**config.mk**
```make
export PLATFORM = sky130hd
export DESIGN_NAME = sorted_min_priority_queue
export DESIGN_NICKNAME = d
export VERILOG_FILES = /design/src/hw/rtl/pq_pkg.sv /design/src/hw/rtl/sorted_min_priority_queue.sv /design/src/hw/rtl/pq_mem.sv /design/src/hw/rtl/pq_seq.sv
export SDC_FILE = /design/constraint.sdc
export NUM_CORES = 2
export LEC_CHECK = 0
export ABC_CLOCK_PERIOD_IN_PS = 9500
export BUFFER_PORTS_ARGS = -buffer_cell sky130_fd_sc_hd__clkbuf_2
export CORE_MARGIN = 4
export CORE_UTILIZATION = 48
export CTS_BUF_LIST = sky130_fd_sc_hd__clkbuf_2 sky130_fd_sc_hd__clkbuf_4 sky130_fd_sc_hd__clkbuf_8
export CTS_CLUSTER_DIAMETER = 40
export DETAILED_ROUTE_END_ITERATION = 12
export PLACE_DENSITY = 0.66
export SLEW_MARGIN = 0
export SYNTH_ARGS = -nofsm -noshare
export SYNTH_HDL_FRONTEND = slang
export SYNTH_SLANG_ARGS = --single-unit
```
**constraint.sdc**
```tcl
create_clock -name clock -period 9.5 [get_ports clock]
set_clock_uncertainty 0.15 [all_clocks]
set_input_delay 0.95 -clock clock [delete_from_list [all_inputs] [get_ports clock]]
set_output_delay 0.95 -clock clock [all_outputs]
set_load 0.03 [all_outputs]
```
**src/hw/rtl/pq_pkg.sv**
```systemverilog
package pq_pkg;

   localparam int unsigned KEY_W   = 32;
   localparam int unsigned VALUE_W = 32;
   localparam int unsigned OCC_W   = 5;

   // operation codes on the kind field
   localparam logic [1:0] KIND_INSERT  = 2'd0;
   localparam logic [1:0] KIND_EXTRACT = 2'd1;
   localparam logic [1:0] KIND_CHANGE  = 2'd2;

   typedef enum logic [1:0] {
      ST_OK        = 2'd0,
      ST_FULL      = 2'd1,
      ST_EMPTY     = 2'd2,
      ST_NOT_FOUND = 2'd3
   } status_type;

   typedef struct packed {
      logic [1:0]                kind;
      logic signed [KEY_W-1:0]   key;
      logic [VALUE_W-1:0]        payload;
      logic signed [KEY_W-1:0]   new_key;
   } req_type;

   typedef struct packed {
      logic [1:0]          status;
      logic [VALUE_W-1:0]  value_out;
      logic [OCC_W-1:0]    occupancy;
   } rsp_type;

   // one stored queue entry
   typedef struct packed {
      logic signed [KEY_W-1:0]  key;
      logic [VALUE_W-1:0]       value;
   } entry_type;

endpackage

```
**src/hw/rtl/sorted_min_priority_queue.sv**
```systemverilog
// Steps: insert walks from the back, moving each entry with a key >= the new key back one
//   slot; extract returns the front value and pulls later entries forward; change searches
//   from the front, removes the match and inserts it with new_key; rejects and no-ops go to done.
// Throughput: one operation at a time, the next beat taken in the cycle after the result loads;
//   the walk through the entry memory with one read port and the shared compare unit sets it.
// Reset: synchronous, active high; clears the count and control state, not the entry storage.
module sorted_min_priority_queue #(
   parameter int unsigned CAPACITY = 16
) (
   input  logic              clock,
   input  logic              reset,
   input  logic              req_valid,
   output logic              req_ready,
   input  pq_pkg::req_type   req_data,
   output logic              rsp_valid,
   input  logic              rsp_ready,
   output pq_pkg::rsp_type   rsp_data
);
   import pq_pkg::*;

   localparam int unsigned AW = $clog2(CAPACITY);
   localparam int unsigned CW = $clog2(CAPACITY + 1);

   logic        seq_idle;
   logic        done_valid;
   logic        done_ready;
   rsp_type     result;
   logic        wr_en;
   logic [AW-1:0] wr_addr;
   logic [AW-1:0] rd_addr;
   entry_type   wr_data;
   entry_type   rd_data;
   logic        rsp_valid_ff, rsp_valid_in;
   rsp_type     rsp_data_ff, rsp_data_in;

   pq_mem #(
      .DEPTH (CAPACITY),
      .AW    (AW)
   ) u_mem (
      .clock   (clock),
      .wr_en   (wr_en),
      .wr_addr (wr_addr),
      .wr_data (wr_data),
      .rd_addr (rd_addr),
      .rd_data (rd_data)
   );

   pq_seq #(
      .CAPACITY (CAPACITY),
      .AW       (AW),
      .CW       (CW)
   ) u_seq (
      .clock      (clock),
      .reset      (reset),
      .start      (req_valid & seq_idle),
      .cmd        (req_data),
      .idle       (seq_idle),
      .done_valid (done_valid),
      .done_ready (done_ready),
      .result     (result),
      .wr_en      (wr_en),
      .wr_addr    (wr_addr),
      .wr_data    (wr_data),
      .rd_addr    (rd_addr),
      .rd_data    (rd_data)
   );

   assign req_ready  = seq_idle;
   assign done_ready = !rsp_valid_ff || rsp_ready;

   // output register: load a finished result, drop the beat once taken
   always_comb begin
      rsp_valid_in = rsp_valid_ff;
      rsp_data_in  = rsp_data_ff;
      if (rsp_valid_ff && rsp_ready) begin
         rsp_valid_in = 1'b0;
      end
      if (done_valid && done_ready) begin
         rsp_valid_in = 1'b1;
         rsp_data_in  = result;
      end
   end

   always_ff @(posedge clock) begin
      if (reset) begin
         rsp_valid_ff <= 1'b0;
      end else begin
         rsp_valid_ff <= rsp_valid_in;
      end
   end

   always_ff @(posedge clock) begin
      rsp_data_ff <= rsp_data_in;
   end

   assign rsp_valid = rsp_valid_ff;
   assign rsp_data  = rsp_data_ff;

endmodule

```
**src/hw/rtl/pq_mem.sv**
```systemverilog
module pq_mem #(
   parameter int unsigned DEPTH = 16,
   parameter int unsigned AW    = 4
) (
   input  logic                 clock,
   input  logic                 wr_en,
   input  logic [AW-1:0]        wr_addr,
   input  pq_pkg::entry_type    wr_data,
   input  logic [AW-1:0]        rd_addr,
   output pq_pkg::entry_type    rd_data
);
   import pq_pkg::*;

   entry_type mem_ff [DEPTH];
   entry_type rd_data_ff;

   // write one entry
   always_ff @(posedge clock) begin
      if (wr_en) begin
         mem_ff[wr_addr] <= wr_data;
      end
   end

   // registered read
   always_ff @(posedge clock) begin
      rd_data_ff <= mem_ff[rd_addr];
   end

   assign rd_data = rd_data_ff;

endmodule

```
**src/hw/rtl/pq_seq.sv**
```systemverilog
module pq_seq #(
   parameter int unsigned CAPACITY = 16,
   parameter int unsigned AW       = 4,
   parameter int unsigned CW       = 5
) (
   input  logic                clock,
   input  logic                reset,
   input  logic                start,
   input  pq_pkg::req_type     cmd,
   output logic                idle,
   output logic                done_valid,
   input  logic                done_ready,
   output pq_pkg::rsp_type     result,
   output logic                wr_en,
   output logic [AW-1:0]       wr_addr,
   output pq_pkg::entry_type   wr_data,
   output logic [AW-1:0]       rd_addr,
   input  pq_pkg::entry_type   rd_data
);
   import pq_pkg::*;

   typedef enum logic [7:0] {
      S_IDLE   = 8'b0000_0001,
      S_EXT_RD = 8'b0000_0010,
      S_FIND   = 8'b0000_0100,
      S_DN_CHK = 8'b0000_1000,
      S_DN_MOV = 8'b0001_0000,
      S_UP_CHK = 8'b0010_0000,
      S_UP_CMP = 8'b0100_0000,
      S_DONE   = 8'b1000_0000
   } state_type;

   localparam logic [CW-1:0] CAP_COUNT = CW'(CAPACITY);
   localparam logic [CW-1:0] ONE       = CW'(1);

   state_type            state_ff, state_in;
   req_type              cmd_ff, cmd_in;
   logic [CW-1:0]        count_ff, count_in;
   logic [CW-1:0]        idx_ff, idx_in;
   entry_type            ins_ff, ins_in;
   status_type           status_ff, status_in;
   logic [VALUE_W-1:0]   value_ff, value_in;
   logic [CW-1:0]        idx_next;
   logic                 key_ge;
   logic                 key_eq;

   // shared compare unit: stored key against the key in flight
   assign key_ge   = $signed(rd_data.key) >= $signed(ins_ff.key);
   assign key_eq   = rd_data.key == cmd_ff.key;
   assign idx_next = idx_ff + ONE;

   always_comb begin
      state_in  = state_ff;
      cmd_in    = cmd_ff;
      count_in  = count_ff;
      idx_in    = idx_ff;
      ins_in    = ins_ff;
      status_in = status_ff;
      value_in  = value_ff;
      wr_en     = 1'b0;
      wr_addr   = idx_ff[AW-1:0];
      wr_data   = ins_ff;
      rd_addr   = idx_ff[AW-1:0];
      unique case (state_ff)
         S_IDLE: begin
            rd_addr = '0;
            if (start) begin
               cmd_in    = cmd;
               status_in = ST_OK;
               value_in  = '0;
               idx_in    = '0;
               unique case (cmd.kind)
                  KIND_INSERT: begin
                     ins_in.key   = cmd.key;
                     ins_in.value = cmd.payload;
                     idx_in       = count_ff;
                     if (count_ff >= CAP_COUNT) begin
                        status_in = ST_FULL;
                        state_in  = S_DONE;
                     end else begin
                        state_in  = S_UP_CHK;
                     end
                  end
                  KIND_EXTRACT: begin
                     if (count_ff == '0) begin
                        status_in = ST_EMPTY;
                        state_in  = S_DONE;
                     end else begin
                        state_in  = S_EXT_RD;
                     end
                  end
                  KIND_CHANGE: begin
                     if (count_ff == '0) begin
                        status_in = ST_NOT_FOUND;
                        state_in  = S_DONE;
                     end else begin
                        state_in  = S_FIND;
                     end
                  end
                  default: begin
                     state_in = S_DONE;
                  end
               endcase
            end
         end
         // front entry has arrived: return its value, then close the gap
         S_EXT_RD: begin
            value_in = rd_data.value;
            state_in = S_DN_CHK;
         end
         // walk from the front for the first matching key
         S_FIND: begin
            rd_addr = idx_next[AW-1:0];
            if (key_eq) begin
               ins_in.value = rd_data.value;
               state_in     = S_DN_CHK;
            end else if (idx_next >= count_ff) begin
               status_in = ST_NOT_FOUND;
               state_in  = S_DONE;
            end else begin
               idx_in = idx_next;
            end
         end
         // close the gap at idx: pull the next entry down or finish
         S_DN_CHK: begin
            rd_addr = idx_next[AW-1:0];
            if (idx_next >= count_ff) begin
               count_in = count_ff - ONE;
               if (cmd_ff.kind == KIND_CHANGE) begin
                  ins_in.key = cmd_ff.new_key;
                  idx_in     = count_ff - ONE;
                  state_in   = S_UP_CHK;
               end else begin
                  state_in = S_DONE;
               end
            end else begin
               state_in = S_DN_MOV;
            end
         end
         S_DN_MOV: begin
            wr_en    = 1'b1;
            wr_data  = rd_data;
            idx_in   = idx_next;
            state_in = S_DN_CHK;
         end
         // open a hole at idx, walking from the back
         S_UP_CHK: begin
            rd_addr = AW'(idx_ff - ONE);
            if (idx_ff == '0) begin
               wr_en    = 1'b1;
               count_in = count_ff + ONE;
               state_in = S_DONE;
            end else begin
               state_in = S_UP_CMP;
            end
         end
         S_UP_CMP: begin
            wr_en = 1'b1;
            if (key_ge) begin
               wr_data  = rd_data;
               idx_in   = idx_ff - ONE;
               state_in = S_UP_CHK;
            end else begin
               count_in = count_ff + ONE;
               state_in = S_DONE;
            end
         end
         // hold the result until the output register takes it
         S_DONE: begin
            if (done_ready) begin
               state_in = S_IDLE;
            end
         end
         default: begin
            state_in = S_IDLE;
         end
      endcase
   end

   always_ff @(posedge clock) begin
      if (reset) begin
         state_ff <= S_IDLE;
         count_ff <= '0;
      end else begin
         state_ff <= state_in;
         count_ff <= count_in;
      end
   end

   always_ff @(posedge clock) begin
      cmd_ff    <= cmd_in;
      idx_ff    <= idx_in;
      ins_ff    <= ins_in;
      status_ff <= status_in;
      value_ff  <= value_in;
   end

   assign idle             = state_ff == S_IDLE;
   assign done_valid       = state_ff == S_DONE;
   assign result.status    = status_ff;
   assign result.value_out = value_ff;
   assign result.occupancy = OCC_W'(count_ff);

endmodule

```
==> qor.yml <==
synth_seq_area_share: 0.721
clock-root-buffer: "clkbuf_8"
tightest_slew_ns: 1.14
worst_path_max_delay_cell: "nor3_4"
worstHoldStart: "req_data[22]"
routed_via_density: 5.45
insertion_delay_ns: 0.86
clk_pin_slew_ns: 0.06
multiInputGateArea_sq_mm: 0.0138
overflow: 0
fin_crit_ns: 4.80
cts_setup_buffers: 0
hold_buffers: 0
cts_tree: "yes"
outcome: "completed"
setup_violations: 0
worstPathCellList: "nor2_1 -> nand4b_2 -> inv_2 -> o21ai_1 -> a21oi_2 -> nor3_4 -> buf_4 -> buf_4 -> mux2i_1 -> mux2i_1 -> mux2i_1"
gr-usage-all-layers: 0.204
rows: 122
synth_edf_count: 1232
start_util: 0.483
wire_per_inst_um: 24.2
gp_congestion: 0.888
synth_most_common_cell: "edfxtp_1"
yosys.area.top_type: "edfxtp_1"
hold_viol: 0
leakagePower_nw: 24.0
fin_crit_sh: 0.505
die_h_um: 342
netlist_top_cells_area: "edfxtp_1, mux2i_1, dfxtp_1, mux2_2, buf_6"
p_total_mw: 13.8
antenna_found_initial: 3
holdPathEnd: "u_seq.cmd_ff[22]$_DFFE_PP_"
dp.cells: 4555
drt_first_pass_iters: 6
n_fill_cell: 8555
r2r_end: "u_mem.rd_data[31]$_DFF_P_"
reg2reg_depth: 11
final_nets: 3427
cts.sinks: 1310
synth.top_cell.area_share: 0.692
reg2reg_slack_ns: 4.70
worst_path_largest_cell_delay_ns: 0.91
worst_setup_path_start_kind: "flip-flop"
drive_gt1_frac: 0.203
io_buffers: 142
seq_area_sq_mm: 0.0386
num_vias: 27032
fmax_ghz: 0.208
die_x_um: 342
worstSetupEndpointType: "flip-flop"
ir_drop_mv: 0.133
ys_top_cells_by_count: "edfxtp_1, mux2i_1, nand2_1"
cp_data_required_time_ns: 10.09
syn_inst: 3008
drtIter0Drc: 2053
dpl.hpwl_mm: 63.4
slew_headroom: 0.241
io-pin-count: 143
hp-class: "input pin to flip-flop"
yosysWarnings: 0
grt_pass1_vias: 27834
slew_violations: 0
cpMostUsedCell: "mux2i_1"
core_sq_mm: 0.111
cap_violations: 0
drc: 0
grt_max_degree: 131
worstPathArrival_ns: 5.39
syn_nets: 3153
grt_pass1_wl_mm: 177
r2r_start: "u_seq.state_ff[2]$_SDFFE_PP0P_"
routed_wl_mm: 120
tns_ns: 0
synth_ff_type: "edfxtp_1"
ys_seq_elements: 1310
instances_no_fill: 4961
final_antenna_net_count: 0
numCtsBuffers: 212
crit_type: "flip-flop to flip-flop"
rsz0062_at_grt: "no"
clockBufferDepth: 3
min_path_cells: 1
crit_fanout: 46
area_growth_pct: 12.8
h-tree-depth: 4
synthDistinctLibCells: 63
cts_resized: 0
power_density_mw_per_mm2: 229
syn_area_sq_mm: 0.0534
synth.avg_cell_area_sq_um: 17.8
async_flop_share: 0
die_area_sq_mm: 0.117
[through the flow]
| step | utilization | setup slack, ns | hold slack (ns) | area [sq um] |
|---|---|---|---|---|
| finish | 0.545 | 4.70 | 0.110 | 60300 |
| global route | 0.545 | 4.49 | 0.0368 | 60300 |
| detailed placement | 0.502 | 4.81 | 0.255 | 55600 |
| CTS | 0.545 | 4.80 | 0.0115 | 60300 |
| global placement | 0.502 | 4.85 | 0.251 | 55600 |
| floorplan | - | 2.77 | 0.250 | 53400 |
[power by group]
group,switching (mW),internal [mW],total [mW]
combinational,1.07,0.816,1.89
sequential,0.191,6.54,6.73
clock,2.24,2.95,5.19
total,3.50,10.3,13.8
[layer usage]
layer | vias up | wire length [um] | GRT usage
met5 | - | 0 | 0
met4 | 0 | 3090 | 0.0668
met3 | 204 | 6060 | 0.0365
met2 | 797 | 59300 | 0.343
met1 | 13811 | 51600 | 0.270
li1 | 12220 | - | -
[cell families (layout without fill, tap and decap cells)]
group,Yosys count,after routing,synth area share
adder cells (fa/ha/maj),43,43,0.0101
other,0,1,0
AO/OA/AOI/OAI,83,83,0.0103
multiplexers,1060,1060,0.201
flip-flops,1310,1310,0.721
AND/OR/NAND/NOR,286,286,0.0271
XOR/XNOR,43,43,0.00705
buffers and inverters,183,647,0.0232
[area by class of cell]
type                       count  share of cell area
timing repair buffer         198              0.0196
multi-input combinational   1515               0.229
tap                         1488              0.0309
clock buffer                 295              0.0612
antenna                        1           0.0000415
inverter                      45             0.00280
clock inverter               109              0.0165
sequential                  1310               0.640
[flip-flops by register name, summed over array words and instances, names as in the netlist]
register,count
rsp_data,39
rsp_valid,1
u_mem.mem_ff,1024
u_mem.rd_data,64
u_seq.cmd_ff,66
u_seq.count_ff,5
u_seq.idx_ff,5
u_seq.ins_ff,64
u_seq.state_ff,8
u_seq.status_ff,2
u_seq.value_ff,32
[layout by cell type (no fill, tap or decap), drive strengths merged, types with 4 or more instances in the layout]
cell type	netlist	final
inv	45	57
nor3	11	11
a21oi	24	24
o31ai	6	6
dfxtp	78	78
nand3	14	14
nor2b	8	8
clkinvlp	0	11
o21ai	21	21
edfxtp	1232	1232
buf	123	55
nor2	37	37
o22ai	5	5
and2	33	33
nand2	130	130
clkbuf	15	438
ha	43	43
or3	5	5
nand4	13	13
bufinv	0	15
mux2i	964	964
xnor2	40	40
mux2	96	96
clkinv	0	71
o21a	5	5
a31oi	4	4
or4	6	6
nand2b	7	7
nor4	8	8
[worst max-delay path by stage]
stage               cells after the start                           start                      endpoint
floorplan                               7       u_seq.idx_ff[0]$_DFFE_PP_  u_mem.mem_ff[3][0]$_DFFE_PP_
global placement                       11  u_seq.state_ff[2]$_SDFFE_PP0P_     u_mem.rd_data[33]$_DFF_P_
detailed placement                     11  u_seq.state_ff[2]$_SDFFE_PP0P_     u_mem.rd_data[45]$_DFF_P_
CTS                                    11  u_seq.state_ff[2]$_SDFFE_PP0P_     u_mem.rd_data[33]$_DFF_P_
global route                           11  u_seq.state_ff[2]$_SDFFE_PP0P_     u_mem.rd_data[23]$_DFF_P_
finish                                 11  u_seq.state_ff[2]$_SDFFE_PP0P_     u_mem.rd_data[31]$_DFF_P_
[worst max-delay path: cells and delay by family (launching register included)]
kind            cells  cell delay (ns)
flops               1             0.55
compound gates      2             0.26
simple gates        3             1.41
buf+inv             3             1.72
mux                 3             0.52
(Power assumes the default switching activity.)
